==> src/hdl/assert_macros.svh <==
`ifndef ASSERT_MACROS_SVH
`define ASSERT_MACROS_SVH

// Same-cycle implication, checked on every rising edge outside reset.
`define ASSERT_IMPLIES(label, clk, rst_n, ante, cons) \
	label: assert property (@(posedge clk) disable iff (!rst_n) (ante) |-> (cons)) \
		else $error("assertion failed: same-cycle implication");

// Next-cycle implication, checked on every rising edge outside reset.
`define ASSERT_NEXT(label, clk, rst_n, ante, cons) \
	label: assert property (@(posedge clk) disable iff (!rst_n) (ante) |=> (cons)) \
		else $error("assertion failed: next-cycle implication");

`endif

==> src/hdl/ycc2rgb_pkg.sv <==
`default_nettype none

package ycc2rgb_pkg;

	typedef enum logic {
		STD_BT601 = 1'b0,
		STD_BT709 = 1'b1
	} color_std_t;

	// APB map: one 32-bit register per word.
	localparam int unsigned APB_ADDR_W = 3;
	localparam int unsigned APB_DATA_W = 32;
	localparam logic REG_COLOR_STANDARD = 1'b0;

	typedef struct packed {
		logic [7:0] luma;
		logic [7:0] red_diff;
		logic [7:0] blue_diff;
		logic [7:0] alpha_in;
	} ycc_pixel_t;

	typedef struct packed {
		logic [7:0] red;
		logic [7:0] green;
		logic [7:0] blue;
		logic [7:0] alpha_out;
	} rgb_pixel_t;

	// Luma weights of each standard, as integer ratios over that standard's own denominator.
	localparam longint unsigned D_601  = 1000;
	localparam longint unsigned KR_601 = 299;
	localparam longint unsigned KB_601 = 114;
	localparam longint unsigned KG_601 = 587;
	localparam longint unsigned D_709  = 10000;
	localparam longint unsigned KR_709 = 2125;
	localparam longint unsigned KB_709 = 721;
	localparam longint unsigned KG_709 = 7154;

endpackage

`default_nettype wire

==> src/hdl/ycc2rgb_ycc_if.sv <==
`default_nettype none

interface ycc2rgb_ycc_if import ycc2rgb_pkg::*; ();
	logic       valid;
	logic       ready;
	ycc_pixel_t data;

	modport source (output valid, output data, input ready);
	modport sink (input valid, input data, output ready);
endinterface

`default_nettype wire

==> src/hdl/ycc2rgb_rgb_if.sv <==
`default_nettype none

interface ycc2rgb_rgb_if import ycc2rgb_pkg::*; ();
	logic       valid;
	logic       ready;
	rgb_pixel_t data;

	modport source (output valid, output data, input ready);
	modport sink (input valid, input data, output ready);
endinterface

`default_nettype wire

==> src/hdl/ycbcr_to_rgb_converter.sv <==
`default_nettype none
`include "assert_macros.svh"

// Full-range YCbCr to RGB converter. Each beat on ycc carries Y, Cr, Cb and
// alpha; each beat on rgb carries R, G, B saturated to 0..255 and the alpha
// unchanged. Chroma is taken relative to 128 and luma is not scaled. The
// color_standard register (APB address 0, bit 0) picks BT.601 (0) or BT.709
// (1) coefficients; write it only while no pixel is in flight. The datapath
// is a three-stage pipeline (register inputs, multiply, sum and saturate):
// it takes one pixel per clock while the output is not stalled, and each
// stage holds its pixel while the next one is full and cannot move on, so
// bubbles are squeezed out during a stall.
module ycbcr_to_rgb_converter import ycc2rgb_pkg::*; #(
	parameter int unsigned COEF_FRAC_BITS = 14
) (
	input  wire                         clk,
	input  wire                         arst_n,
	input  wire                         psel,
	input  wire                         penable,
	input  wire                         pwrite,
	input  wire [APB_ADDR_W-1:0]        paddr,
	input  wire [APB_DATA_W-1:0]        pwdata,
	output logic [APB_DATA_W-1:0]       prdata,
	output logic                        pready,
	ycc2rgb_ycc_if.sink                 ycc,
	ycc2rgb_rgb_if.source               rgb
);

	localparam int unsigned F  = COEF_FRAC_BITS;
	localparam int unsigned CW = F + 2;   // unsigned Q2.F coefficient
	localparam int unsigned PW = CW + 9;  // signed coefficient times signed chroma
	localparam int unsigned YW = F + 8;   // luma scaled up by 2^F
	localparam int unsigned SW = F + 12;  // channel sum before the shift
	localparam longint unsigned ONE = 64'd1 << F;

	localparam logic [CW-1:0] CR_R_601 =
		CW'((2 * (D_601 - KR_601) * ONE + D_601 / 2) / D_601);
	localparam logic [CW-1:0] CB_B_601 =
		CW'((2 * (D_601 - KB_601) * ONE + D_601 / 2) / D_601);
	localparam logic [CW-1:0] CB_G_601 =
		CW'((2 * (D_601 - KB_601) * KB_601 * ONE + (D_601 * KG_601) / 2) / (D_601 * KG_601));
	localparam logic [CW-1:0] CR_G_601 =
		CW'((2 * (D_601 - KR_601) * KR_601 * ONE + (D_601 * KG_601) / 2) / (D_601 * KG_601));
	localparam logic [CW-1:0] CR_R_709 =
		CW'((2 * (D_709 - KR_709) * ONE + D_709 / 2) / D_709);
	localparam logic [CW-1:0] CB_B_709 =
		CW'((2 * (D_709 - KB_709) * ONE + D_709 / 2) / D_709);
	localparam logic [CW-1:0] CB_G_709 =
		CW'((2 * (D_709 - KB_709) * KB_709 * ONE + (D_709 * KG_709) / 2) / (D_709 * KG_709));
	localparam logic [CW-1:0] CR_G_709 =
		CW'((2 * (D_709 - KR_709) * KR_709 * ONE + (D_709 * KG_709) / 2) / (D_709 * KG_709));

	// Configuration register
	color_std_t color_standard_q;
	logic       cfg_write;

	assign pready    = 1'b1;
	assign cfg_write = psel && penable && pwrite && pready;

	always_ff @(posedge clk or negedge arst_n) begin
		if (!arst_n) begin
			color_standard_q <= STD_BT601;
		end else if (cfg_write && paddr[2] == REG_COLOR_STANDARD) begin
			color_standard_q <= color_std_t'(pwdata[0]);
		end
	end

	always_comb begin
		prdata = '0;
		if (paddr[2] == REG_COLOR_STANDARD) begin
			prdata[0] = color_standard_q;
		end
	end

	// Coefficient selection
	logic [CW-1:0] coef_cr_r, coef_cb_b, coef_cb_g, coef_cr_g;

	always_comb begin
		unique case (color_standard_q)
			STD_BT709: begin
				coef_cr_r = CR_R_709;
				coef_cb_b = CB_B_709;
				coef_cb_g = CB_G_709;
				coef_cr_g = CR_G_709;
			end
			default: begin
				coef_cr_r = CR_R_601;
				coef_cb_b = CB_B_601;
				coef_cb_g = CB_G_601;
				coef_cr_g = CR_G_601;
			end
		endcase
	end

	// Stage advance: a stage loads when it is empty or the next one moves on.
	logic valid_s1, valid_s2, valid_s3;
	logic adv1, adv2, adv3;

	assign adv3      = !valid_s3 || rgb.ready;
	assign adv2      = !valid_s2 || adv3;
	assign adv1      = !valid_s1 || adv2;
	assign ycc.ready = adv1;

	always_ff @(posedge clk or negedge arst_n) begin
		if (!arst_n) begin
			valid_s1 <= 1'b0;
			valid_s2 <= 1'b0;
			valid_s3 <= 1'b0;
		end else begin
			if (adv1) begin
				valid_s1 <= ycc.valid;
			end
			if (adv2) begin
				valid_s2 <= valid_s1;
			end
			if (adv3) begin
				valid_s3 <= valid_s2;
			end
		end
	end

	// Stage 1: input register, chroma recentred on zero by flipping its top bit.
	logic [7:0]        luma_s1;
	logic signed [7:0] cr_s1, cb_s1;
	logic [7:0]        alpha_s1;

	always_ff @(posedge clk) begin
		if (adv1 && ycc.valid) begin
			luma_s1  <= ycc.data.luma;
			cr_s1    <= {~ycc.data.red_diff[7], ycc.data.red_diff[6:0]};
			cb_s1    <= {~ycc.data.blue_diff[7], ycc.data.blue_diff[6:0]};
			alpha_s1 <= ycc.data.alpha_in;
		end
	end

	// Stage 2: products
	logic [YW-1:0]        ys_s2;
	logic signed [PW-1:0] p_cr_r_s2, p_cb_b_s2, p_cb_g_s2, p_cr_g_s2;
	logic [7:0]           alpha_s2;

	always_ff @(posedge clk) begin
		if (adv2 && valid_s1) begin
			ys_s2     <= {luma_s1, F'(0)};
			p_cr_r_s2 <= $signed({1'b0, coef_cr_r}) * cr_s1;
			p_cb_b_s2 <= $signed({1'b0, coef_cb_b}) * cb_s1;
			p_cb_g_s2 <= $signed({1'b0, coef_cb_g}) * cb_s1;
			p_cr_g_s2 <= $signed({1'b0, coef_cr_g}) * cr_s1;
			alpha_s2  <= alpha_s1;
		end
	end

	// Stage 3: sums, arithmetic shift and saturation
	function automatic logic [7:0] shift_sat(input logic signed [SW-1:0] sum);
		logic [SW-F-1:0] whole;
		whole = sum[SW-1:F];
		if (whole[SW-F-1]) begin
			return 8'd0;
		end else if (|whole[SW-F-2:8]) begin
			return 8'd255;
		end else begin
			return whole[7:0];
		end
	endfunction

	logic signed [SW-1:0] ys_ext, sum_r, sum_g, sum_b;
	rgb_pixel_t           pix_s3;

	assign ys_ext = $signed({(SW - YW)'(0), ys_s2});
	assign sum_r  = ys_ext + SW'(p_cr_r_s2);
	assign sum_g  = ys_ext - SW'(p_cb_g_s2) - SW'(p_cr_g_s2);
	assign sum_b  = ys_ext + SW'(p_cb_b_s2);

	always_ff @(posedge clk) begin
		if (adv3 && valid_s2) begin
			pix_s3.red       <= shift_sat(sum_r);
			pix_s3.green     <= shift_sat(sum_g);
			pix_s3.blue      <= shift_sat(sum_b);
			pix_s3.alpha_out <= alpha_s2;
		end
	end

	assign rgb.valid = valid_s3;
	assign rgb.data  = pix_s3;

	`ASSERT_NEXT(a_accept_fills_s1, clk, arst_n, ycc.valid && ycc.ready, valid_s1)
	`ASSERT_NEXT(a_s1_holds_on_stall, clk, arst_n, valid_s1 && !adv2,
		valid_s1 && $stable(alpha_s1) && $stable(luma_s1))
	`ASSERT_NEXT(a_s2_holds_on_stall, clk, arst_n, valid_s2 && !adv3,
		valid_s2 && $stable(alpha_s2) && $stable(ys_s2))
	`ASSERT_IMPLIES(a_full_pipe_backpressure, clk, arst_n,
		valid_s1 && valid_s2 && valid_s3 && !rgb.ready, !ycc.ready)

endmodule

`default_nettype wire
==> src/flat_wrapper.sv <==
// flat-port wrapper written by rule: the top's interface ports become plain ports
module ycbcr_to_rgb_converter_flat import ycc2rgb_pkg::*;
#(
	parameter int unsigned COEF_FRAC_BITS = 14
)
  (clk, arst_n, psel, penable, pwrite, paddr, pwdata, prdata, pready, ycc_valid, ycc_data, ycc_ready, rgb_valid, rgb_data, rgb_ready);
  ycc2rgb_ycc_if ycc_i ();
  ycc2rgb_rgb_if rgb_i ();
  input  wire clk;
  input  wire arst_n;
  input  wire psel;
  input  wire penable;
  input  wire pwrite;
  input  wire [APB_ADDR_W-1:0] paddr;
  input  wire [APB_DATA_W-1:0] pwdata;
  output logic [APB_DATA_W-1:0] prdata;
  output logic pready;
  input wire logic [$bits(ycc_i.valid)-1:0] ycc_valid;
  input wire logic [$bits(ycc_i.data)-1:0] ycc_data;
  output wire logic [$bits(ycc_i.ready)-1:0] ycc_ready;
  output wire logic [$bits(rgb_i.valid)-1:0] rgb_valid;
  output wire logic [$bits(rgb_i.data)-1:0] rgb_data;
  input wire logic [$bits(rgb_i.ready)-1:0] rgb_ready;
  assign ycc_i.valid = ycc_valid;
  assign ycc_i.data = ycc_data;
  assign ycc_ready = ycc_i.ready;
  assign rgb_valid = rgb_i.valid;
  assign rgb_data = rgb_i.data;
  assign rgb_i.ready = rgb_ready;
  ycbcr_to_rgb_converter #(.COEF_FRAC_BITS(COEF_FRAC_BITS)) u_core (.clk(clk), .arst_n(arst_n), .psel(psel), .penable(penable), .pwrite(pwrite), .paddr(paddr), .pwdata(pwdata), .prdata(prdata), .pready(pready), .ycc(ycc_i), .rgb(rgb_i));
endmodule
==> config.mk <==
export PLATFORM = sky130hd
export DESIGN_NAME = ycbcr_to_rgb_converter_flat
export DESIGN_NICKNAME = d
export VERILOG_FILES = /design/src/hdl/ycc2rgb_pkg.sv /design/src/hdl/ycc2rgb_ycc_if.sv /design/src/hdl/ycc2rgb_rgb_if.sv /design/src/hdl/ycbcr_to_rgb_converter.sv /design/src/flat_wrapper.sv
export VERILOG_INCLUDE_DIRS = /design/src /design/src/hdl
export SDC_FILE = /design/constraint.sdc
export NUM_CORES = 1
export LEC_CHECK = 0
export BUFFER_PORTS_ARGS = -buffer_cell sky130_fd_sc_hd__buf_2
export CAP_MARGIN = 25
export CELL_PAD_IN_SITES_DETAIL_PLACEMENT = 0
export CELL_PAD_IN_SITES_GLOBAL_PLACEMENT = 2
export CORE_ASPECT_RATIO = 2
export CORE_UTILIZATION = 28
export DETAILED_ROUTE_END_ITERATION = 10
export GPL_ROUTABILITY_DRIVEN = 1
export PLACE_DENSITY = 0.71
export SYNTH_ARGS = -nofsm -noshare
export SYNTH_HDL_FRONTEND = slang
export SYNTH_SLANG_ARGS = --single-unit
==> constraint.sdc <==
create_clock -name clk -period 14.55 [get_ports clk]
set_clock_uncertainty 0.15 [all_clocks]
set_input_delay 2.91 -clock clk [delete_from_list [all_inputs] [get_ports clk]]
set_output_delay 2.91 -clock clk [all_outputs]
set_load 0.005 [all_outputs]
After elaboration in Yosys (flattened, before gate mapping)
Index checks and enable logic that the tools add are counted.
{"block": "classes", "n_mux": 8, "reduce_logical": 15, "addsub": 4, "bitwise": 3, "multipliers": 4}
{"cell": "$mul 16x8->24", "n": 2}
{"cell": "$mux 14", "n": 2}
{"cell": "$add 23x25->26", "n": 1}
{"cell": "$add 23x24->25", "n": 1}
{"cell": "$sub 24x23->25", "n": 1}
{"cell": "$mux 8", "n": 3}
{"cell": "$sub 23x22->24", "n": 1}
{"cell": "$mul 15x8->23", "n": 1}
{"cell": "$mul 14x8->22", "n": 1}
{"cell": "$mux 13", "n": 1}
{"cell": "$mux 11", "n": 1}
{"cell": "$reduce_or 3->1", "n": 3}
{"cell": "$logic_and 1x1->1", "n": 6}
{"cell": "$logic_not 1->1", "n": 3}
{"cell": "$logic_or 1x1->1", "n": 3}
{"cell": "$not 1->1", "n": 3}
{"cell": "$mux 1", "n": 1}
{"block": "totals", "out_inout_bits": 67, "register_bits": 178, "elab_cells": 52}

Longest topological paths before layout
Gate-level depths: netlist (run 1).
{"block": "depth", "depth_word": 5, "depth_mapped": 23, "depth_no_buf": 21}

Least setup slack after synthesis (run 1)
Ideal clock, no wire load.
{"block": "synth_path", "path_type": "input-to-output", "startpoint": "in rgb_ready", "endpoint": "out ycc_ready", "t_required_ns": 11.490, "arrival_ns": 3.155, "setup_slack_ns": 8.335, "path_stages": 2, "cell_sequence": "nor2b_1 > nand3_1"}
{"block": "synth_between", "elab_chain_cells": 3}
{"item": "from (decl)", "line_no": "flat_wrapper.sv:23", "source": "input wire logic [$bits(rgb_i.ready)-1:0] rgb_ready;"}
{"item": "$logic_or 1x1->1", "line_no": "ycbcr_to_rgb_converter.sv:99", "source": "assign adv3 = !valid_s3 || rgb.ready;"}
{"item": "$logic_or 1x1->1", "line_no": "ycbcr_to_rgb_converter.sv:100", "source": "assign adv2 = !valid_s2 || adv3;"}
{"item": "$logic_or 1x1->1", "line_no": "ycbcr_to_rgb_converter.sv:101", "source": "assign adv1 = !valid_s1 || adv2;"}
{"item": "to (decl)", "line_no": "flat_wrapper.sv:20", "source": "output wire logic [$bits(ycc_i.ready)-1:0] ycc_ready;"}
No other way between the ends.

Final worst setup path (run 1)
Same ends and word-level chain as after synthesis.

==> results of run 1 <==
==> placed cells by master, fill, tap and decap left out, types with 4 or more instances in the layout <==
| master | n |
|---|---|
| sky130_fd_sc_hd__inv_1 | 428 |
| sky130_fd_sc_hd__ha_1 | 262 |
| sky130_fd_sc_hd__fa_1 | 201 |
| sky130_fd_sc_hd__edfxtp_1 | 144 |
| sky130_fd_sc_hd__buf_2 | 75 |
| sky130_fd_sc_hd__conb_1 | 61 |
| sky130_fd_sc_hd__nor2_1 | 57 |
| sky130_fd_sc_hd__nand2_1 | 52 |
| sky130_fd_sc_hd__xnor2_1 | 48 |
| sky130_fd_sc_hd__a21oi_1 | 40 |
| sky130_fd_sc_hd__o21ai_0 | 35 |
| sky130_fd_sc_hd__nand2b_1 | 29 |
| sky130_fd_sc_hd__a21o_1 | 22 |
| sky130_fd_sc_hd__o21a_1 | 21 |
| sky130_fd_sc_hd__a211oi_1 | 21 |
| sky130_fd_sc_hd__nor3_1 | 20 |
| sky130_fd_sc_hd__clkbuf_16 | 17 |
| sky130_fd_sc_hd__nor2b_1 | 16 |
| sky130_fd_sc_hd__xor2_1 | 15 |
| sky130_fd_sc_hd__and2_1 | 13 |
| sky130_fd_sc_hd__nand3_1 | 13 |
| sky130_fd_sc_hd__or2_2 | 12 |
| sky130_fd_sc_hd__nor3b_1 | 12 |
| sky130_fd_sc_hd__a31oi_1 | 10 |
| sky130_fd_sc_hd__and3_1 | 10 |
| sky130_fd_sc_hd__or3_1 | 7 |
| sky130_fd_sc_hd__inv_8 | 5 |
| sky130_fd_sc_hd__o2111ai_1 | 4 |
| sky130_fd_sc_hd__o21bai_1 | 4 |
| sky130_fd_sc_hd__a2111oi_0 | 4 |
| sky130_fd_sc_hd__nand3b_1 | 4 |
| sky130_fd_sc_hd__o211ai_1 | 4 |
| sky130_fd_sc_hd__inv_6 | 4 |
| sky130_fd_sc_hd__dfrtp_1 | 4 |
==> worst register-to-register path, cell delays in order, from the launching register on <==
cell,delay [ps]
sky130_fd_sc_hd__dfrtp_1,390
sky130_fd_sc_hd__buf_4,270
sky130_fd_sc_hd__and2_1,400
sky130_fd_sc_hd__fa_1,730
sky130_fd_sc_hd__inv_1,100
sky130_fd_sc_hd__fa_1,570
sky130_fd_sc_hd__inv_1,60
sky130_fd_sc_hd__fa_1,530
sky130_fd_sc_hd__inv_1,50
sky130_fd_sc_hd__fa_1,530
sky130_fd_sc_hd__inv_1,40
sky130_fd_sc_hd__ha_1,330
sky130_fd_sc_hd__o21a_1,150
sky130_fd_sc_hd__o21ai_1,210
sky130_fd_sc_hd__a2111oi_0,200
sky130_fd_sc_hd__a2111oi_1,770
sky130_fd_sc_hd__o311ai_0,280
sky130_fd_sc_hd__a21oi_1,220
sky130_fd_sc_hd__xnor2_1,80
==> area by class of cell <==
class                   instances  share of cell area (%)
clock inverters                15                   0.849
clock buffers                  17                    2.25
repair buffers                 78                    2.17
multi-input cells            1048                    57.6
flip-flops and latches        148                    23.4
well taps                     774                    5.13
inverters                     428                    8.51
==> kinds of logic after synthesis <==
| group | Yosys count | share of synthesized area [%] |
|---|---|---|
| fa+ha+maj | 463 | 43.0 |
| simple gates | 258 | 7.89 |
| flops | 148 | 26.0 |
| mux | 3 | 0.265 |
| buf+inv | 477 | 11.2 |
| other cells | 2 | 0.0442 |
| xor+xnor | 63 | 3.25 |
| compound gates | 200 | 8.26 |
==> flip-flops by register name (all words and copies together), names as in the netlist <==
register and cells:
u_core.alpha_s1 8, u_core.alpha_s2 8, u_core.cb_s1 8, u_core.color_standard_q 1, u_core.cr_s1 8, u_core.luma_s1 8, u_core.p_cb_b_s2 10, u_core.p_cb_g_s2 21
u_core.p_cr_g_s2 23, u_core.p_cr_r_s2 10, u_core.rgb.data 32, u_core.rgb.valid 1, u_core.valid_s1 1, u_core.valid_s2 1, u_core.ys_s2 8
==> synthesized netlist by cell type (all sizes together) (10+ instances only) <==
cell type,number,share of area (%)
xor2,15,0.77
ha,262,19
a31oi,10,0.37
a21o,23,1.0
o21a,21,0.93
and2,16,0.59
nor3,20,0.59
nand2b,29,1.1
nand3,13,0.38
o21ai,36,1.1
nor2b,16,0.59
nor2,57,1.3
nand2,52,1.1
inv,428,9.5
fa,201,24
xnor2,48,2.5
a21oi,40,1.2
edfxtp,144,25
a211oi,22,1.0
and3,10,0.37
nor3b,12,0.53
buf,34,1.5
clkbuf,15,0.33
or2,12,0.44
==> through the flow <==
stage          utilization [%]  hold slack [ps]  cell area (sq um)  instances  setup WS (ps)
3_3_place_gp              30.5              255              18300       2475           8070
2_1_floorplan                -              250              17200       1673           8340
6_report                  31.5              269              18900       2508           8070
3_5_place_dp              30.5              255              18300       2476           8070
5_1_grt                   31.5              274              18900       2508           7770
4_1_cts                   31.5              268              18900       2508           8060
==> path summary, 6_finish.rpt <==
path / from / end / slack (ps) / cells past startpoint
setup reg to reg: u_core.color_standard_q$_DFFE_PN0P_ / u_core.p_cb_g_s2[23]$_DFFE_PP_ / 8240 / 18
max in group asynchronous: arst_n / u_core.valid_s2$_DFFE_PN0P_ / 12040 / 1
setup / recovery: rgb_ready / ycc_ready / 8070 / 4
hold / removal: u_core.alpha_s1[1]$_DFFE_PP_ / u_core.alpha_s2[1]$_DFFE_PP_ / 270 / 0
hold reg to reg: u_core.alpha_s1[1]$_DFFE_PP_ / u_core.alpha_s2[1]$_DFFE_PP_ / 270 / 0
min in group asynchronous: arst_n / u_core.color_standard_q$_DFFE_PN0P_ / 2100 / 1
==> per-layer routing <==
| metal | vias to the layer above | share of wire (%) | GRT usage [%] |
|---|---|---|---|
| li1 | 5349 | - | - |
| met1 | 5327 | 35 | 12.9 |
| met2 | 154 | 60 | 29.2 |
| met3 | 37 | 1.9 | 1.67 |
| met4 | 0 | 3.0 | 5.32 |
| met5 | - | 0 | 0 |
==> reports/results.md, run 1 <==
| Parameter | Reported |
|:---|:---|
| Result of the run | finished clean |
| Crit-path slowest cell | sky130_fd_sc_hd__nor2b_1 |
| Placeable core region | 59900 sq um |
| Buffer levels on the longest clock path | 2 |
| Drt drc | 0 |
| Number of input and output port buffers inserted | 75 |
| Initial core utilization | 28.4% |
| Number of global-route vias before repair | 12200 |
| Fraction of synthesis flops using an asynchronous set or reset pin | 2.70% |
| Type of the most critical hold path | register to register |
| Post-synth EDFFs | 144 |
| Die Span X | 176 um |
| CTS resizes | 0 |
| Clock tree from TritonCTS | yes |
| Number of synthesized register bits | 148 |
| Most frequent CP cell | sky130_fd_sc_hd__buf_2 |
| Maximum level of the CTS H-tree | 4 |
| Area Overhead vs Synth | 11.1% |
| Total Negative Setup Slacks | 0 ps |
| Top Ports | 141 |
| Cts bufs inserted | 17 |
| Required time of the critical path | 11490 ps |
| Synthesized area per cell | 10.5 sq um |
| Portion of the post-synthesis area used by sequential elements | 26.0% |
| Yosys cell types | 67 |
| 1st-iter DRT viols | 345 |
| Post-CTS Setup Inserts | 0 |
| Headroom to the max-slew limit | 36.8% |
| Endpoint class of the critical path | output port |
| Number of hold buffers added after cts | 0 |
| Critical setup path kind | input pin to output port |
| Category of the worst setup path launch point | input pin |
| Register clock-pin slew on the reported worst setup and hold paths | 70 ps |
| Final Setup Violations | 0 |
| 1st-pass router iterations | 5 |
| Total area of multi-input combinational cells | 10900 sq um |
| Number of max-slew violations in the final report | 0 |
| RSZ-0062 raised after global routing | false |
| GR Overflow Total | 0 |
| Slew at the pin closest to its max-slew limit | 949 ps |
| Routability cong. | 0.848 |
| Number of standard-cell rows in the floorplan | 127 |
| Number of nets with antenna violations after detailed routing | 0 |
| Number of vias after detailed routing | 10900 |
| Total wire length after detailed routing | 39400 um |
| Cell family contributing the most delay on the critical path | simple AND/OR/NAND/NOR gates |
| HPWL Detailed | 34500 um |
| Total GRT Usage | 13.8% |
| Proportion of layout cells with a drive suffix above 1 | 8.42% |
| CP peak stage delay | 140 ps |
| WP buf/inv | 2 |
| Yosys warning count | 0 |
| Final critical delay including setup and external delays | 6480 ps |
| Number of nets at the end of the flow | 2258 |
| Wire length per cell | 15.7 um |
| FF+latch area | 4420 sq um |
| Critical path fanouts, max | 3 |
| Cell Area, Synth | 17000 sq um |
| Most instantiated flip-flop cell in the synthesis netlist | sky130_fd_sc_hd__edfxtp_1 |
| Critical path cell sequence | buf_2, nor2b_1, nand3_1, buf_2 |
| Vertical extent of the die | 350 um |
| Filler cell count in the final layout | 6160 |
| Initial antenna violation count | 0 |
| DR vias/cell | 4.33 |
| Part of the cycle the worst path needs | 44.6% |
| Data arrival time at the worst-slack endpoint | 3420 ps |
| Achievable clock frequency | 154 MHz |
| Final hold violation count | 0 |
| Skew-Pair Late Insertion Delay | 460 ps |
| TritonCTS sink count | 148 |
| Root Driver | sky130_fd_sc_hd__clkbuf_16 |
| Reported max-cap violation count | 0 |
| Die Area | 61700 sq um |
| Largest net degree at the start of global routing | 59 |
| Diodes inserted | 0 |
| Synthesized instance count | 1614 |
| Global-route wire length before repair | 64000 um |
Power of run 1 is left out: the tool's default activity adds up to more than one toggle a clock period on the data nets, which glitch-free logic cannot reach.
==> run 2, diff against run 1 <==
--- a/config.mk
+++ b/config.mk
@@ -14,7 +14,7 @@
 export CORE_UTILIZATION = 28
 export DETAILED_ROUTE_END_ITERATION = 10
 export GPL_ROUTABILITY_DRIVEN = 1
-export PLACE_DENSITY = 0.71
+export PLACE_DENSITY = 0.73
 export SYNTH_ARGS = -nofsm -noshare
 export SYNTH_HDL_FRONTEND = slang
 export SYNTH_SLANG_ARGS = --single-unit
==> constraint.sdc (replaced) <==
create_clock -name clk -period 5.65 [get_ports clk]
set_clock_uncertainty 0.15 [all_clocks]
set_input_delay 1.13 -clock clk [delete_from_list [all_inputs] [get_ports clk]]
set_output_delay 1.13 -clock clk [all_outputs]
set_load 0.005 [all_outputs]
==> reports/results.md, run 2 (same netlist as run 1, synthesis figures left out) <==
| Parameter | Reported | vs previous |
|:---|:---|:---|
| Result of the run | finished clean |  |
| Die Span X | 176 um | unchanged |
| Root Driver | sky130_fd_sc_hd__clkbuf_16 |  |
| Reported max-cap violation count | 0 | unchanged |
| Top Ports | 141 | unchanged |
| HPWL Detailed | 35000 um | +1.3% |
| GR Overflow Total | 0 | unchanged |
| Buffer levels on the longest clock path | 2 | unchanged |
| Number of nets with antenna violations after detailed routing | 0 | unchanged |
| Proportion of layout cells with a drive suffix above 1 | 16.5% | +8.1 points |
| Achievable clock frequency | 183 MHz |  |
| DR vias/cell | 4.31 | -0.64% |
| Final critical delay including setup and external delays | 5450 ps |  |
| Critical setup path kind | register to register |  |
| Global-route wire length before repair | 63900 um | -0.12% |
| Type of the most critical hold path | register to register |  |
| Total wire length after detailed routing | 40400 um | +2.6% |
| Category of the worst setup path launch point | register |  |
| Area Overhead vs Synth | 18.2% |  |
| Clock tree from TritonCTS | yes |  |
| Number of nets at the end of the flow | 2367 | +4.8% |
| Critical path fanouts, max | 8 | +5 |
| Wire length per cell | 15.4 um | -1.7% |
| Final hold violation count | 0 | unchanged |
| Drt drc | 0 | unchanged |
| Data arrival time at the worst-slack endpoint | 5490 ps | +2070 ps |
| TritonCTS sink count | 148 | unchanged |
| Part of the cycle the worst path needs | 96.5% |  |
| Number of input and output port buffers inserted | 75 | unchanged |
| RSZ-0062 raised after global routing | true |  |
| Routability cong. | 0.887 | +4.6% |
| Startpoint of the most critical setup path | u_core.color_standard_q$_DFFE_PN0P_ |  |
| Cts bufs inserted | 17 | unchanged |
| Placed cell count | 2574 | +4.0% |
| Final standard cell count with taps included and fillers excluded | 2618 | +4.4% |
| Commonest non-fill, non-tap cell in the layout | sky130_fd_sc_hd__inv_1 |  |
| Largest net degree at the start of global routing | 47 | -20% |
| Number of max-slew violations in the final report | 0 | unchanged |
| Placeable core region | 59900 sq um | unchanged |
| 1st-pass router iterations | 4 | -1 |
| 1st-iter DRT viols | 261 | -24% |
| Slew at the pin closest to its max-slew limit | 937 ps | -11.4 ps |
| Maximum level of the CTS H-tree | 4 | unchanged |
| Required time of the critical path | 5690 ps | -5800 ps |
| Max reg flops | 32 | unchanged |
| Number of standard-cell rows in the floorplan | 127 | unchanged |
| Filler cell count in the final layout | 6017 | -2.3% |
| Number of global-route vias before repair | 12400 | +1.1% |
| Endpoint class of the critical path | register |  |
| Start of the worst register-to-register path | u_core.color_standard_q$_DFFE_PN0P_ |  |
| Initial core utilization | 28.4% | unchanged |
| Headroom to the max-slew limit | 37.5% | +0.76 points |
| Final Setup Violations | 0 | unchanged |
| Vertical extent of the die | 350 um | unchanged |
| Commonest non-fill, non-tap cells in the layout | 422 x sky130_fd_sc_hd__inv_1, 255 x sky130_fd_sc_hd__ha_1, 200 x sky130_fd_sc_hd__fa_1 |  |
| Die Area | 61700 sq um | unchanged |
| Hold Crit Start | u_core.alpha_s2[7]$_DFFE_PP_ |  |
| Skew-Pair Late Insertion Delay | 450 ps | about the same |
| Total GRT Usage | 13.7% | -0.14 points |
| Register clock-pin slew on the reported worst setup and hold paths | 70 ps | about the same |
| Number of vias after detailed routing | 11300 | +3.7% |
| Initial antenna violation count | 0 | unchanged |
run 2: path summary, 6_finish.rpt:
path                                                        to  depth (start not counted)  slack (ps)
max                             u_core.p_cr_r_s2[20]$_DFFE_PP_                         21         200
min                               u_core.rgb.data[7]$_DFFE_PP_                          0         270
max reg2reg                     u_core.p_cr_r_s2[20]$_DFFE_PP_                         21         200
min reg2reg                       u_core.rgb.data[7]$_DFFE_PP_                          0         270
max in group asynchronous  u_core.color_standard_q$_DFFE_PN0P_                          1        4900
min in group asynchronous  u_core.color_standard_q$_DFFE_PN0P_                          1         320
run 2: metrics by stage:
stage | cell area, sq um | hold slack [ps] | util (%) | setup slack [ps] | TNS [ps]
3_5_place_dp | 19000 | 255 | 31.8 | -152 | -823
4_1_cts | 19700 | 272 | 32.9 | 3.81 | 0
3_3_place_gp | 19000 | 255 | 31.8 | -110 | -840
6_report | 20100 | 271 | 33.5 | 199 | 0
5_1_grt | 20100 | 278 | 33.5 | -76.7 | -232
2_1_floorplan | 17200 | 250 | - | 7.87 | 0
run 2: per-layer routing:
layer | GRT usage (%) | vias up | share of wire [%]
met3 | 1.27 | 63 | 1.8
met1 | 13.3 | 5462 | 35
li1 | - | 5562 | -
met2 | 27.9 | 184 | 58
met4 | 6.92 | 0 | 4.6
met5 | 0 | - | 0
run 2: layout make-up:
type	instances	area (sq um)	share of cell area, %
timing repair buffer	187	1280	6.37
inverter	428	1610	8.00
tap	774	968	4.82
multi-input combinational	1048	11200	55.7
clock inverter	15	184	0.916
clock buffer	17	425	2.12
antenna	1	2.50	0.0125
sequential	148	4430	22.0
run 2: critical path, stage by stage, from the launching register on:
cell                       delay [ps]
sky130_fd_sc_hd__dfrtp_2          480
sky130_fd_sc_hd__buf_12           180
sky130_fd_sc_hd__buf_4            150
sky130_fd_sc_hd__and2_1           140
sky130_fd_sc_hd__or2_4            240
sky130_fd_sc_hd__ha_4             260
sky130_fd_sc_hd__inv_2             50
sky130_fd_sc_hd__fa_1             540
sky130_fd_sc_hd__inv_1             60
sky130_fd_sc_hd__fa_1             540
sky130_fd_sc_hd__inv_1             60
sky130_fd_sc_hd__fa_1             530
sky130_fd_sc_hd__inv_1             60
sky130_fd_sc_hd__ha_4             240
sky130_fd_sc_hd__a211o_1          260
sky130_fd_sc_hd__o21ai_2          150
sky130_fd_sc_hd__buf_6            130
sky130_fd_sc_hd__a311oi_4          90
sky130_fd_sc_hd__a2111o_1         500
sky130_fd_sc_hd__a31oi_1          190
sky130_fd_sc_hd__buf_4            140
sky130_fd_sc_hd__xnor2_1           50
run 2: timing repair:
item                                    CTS  global route
hold endpoints to repair                  0             0
hold buffers                              0             0
setup buffers                             1             8
pin swaps                                 4            27
cloned                                    0             1
gates resized for setup                  10            62
endpoints found under the setup margin   13            19
Power of run 2 is left out for the same reason.
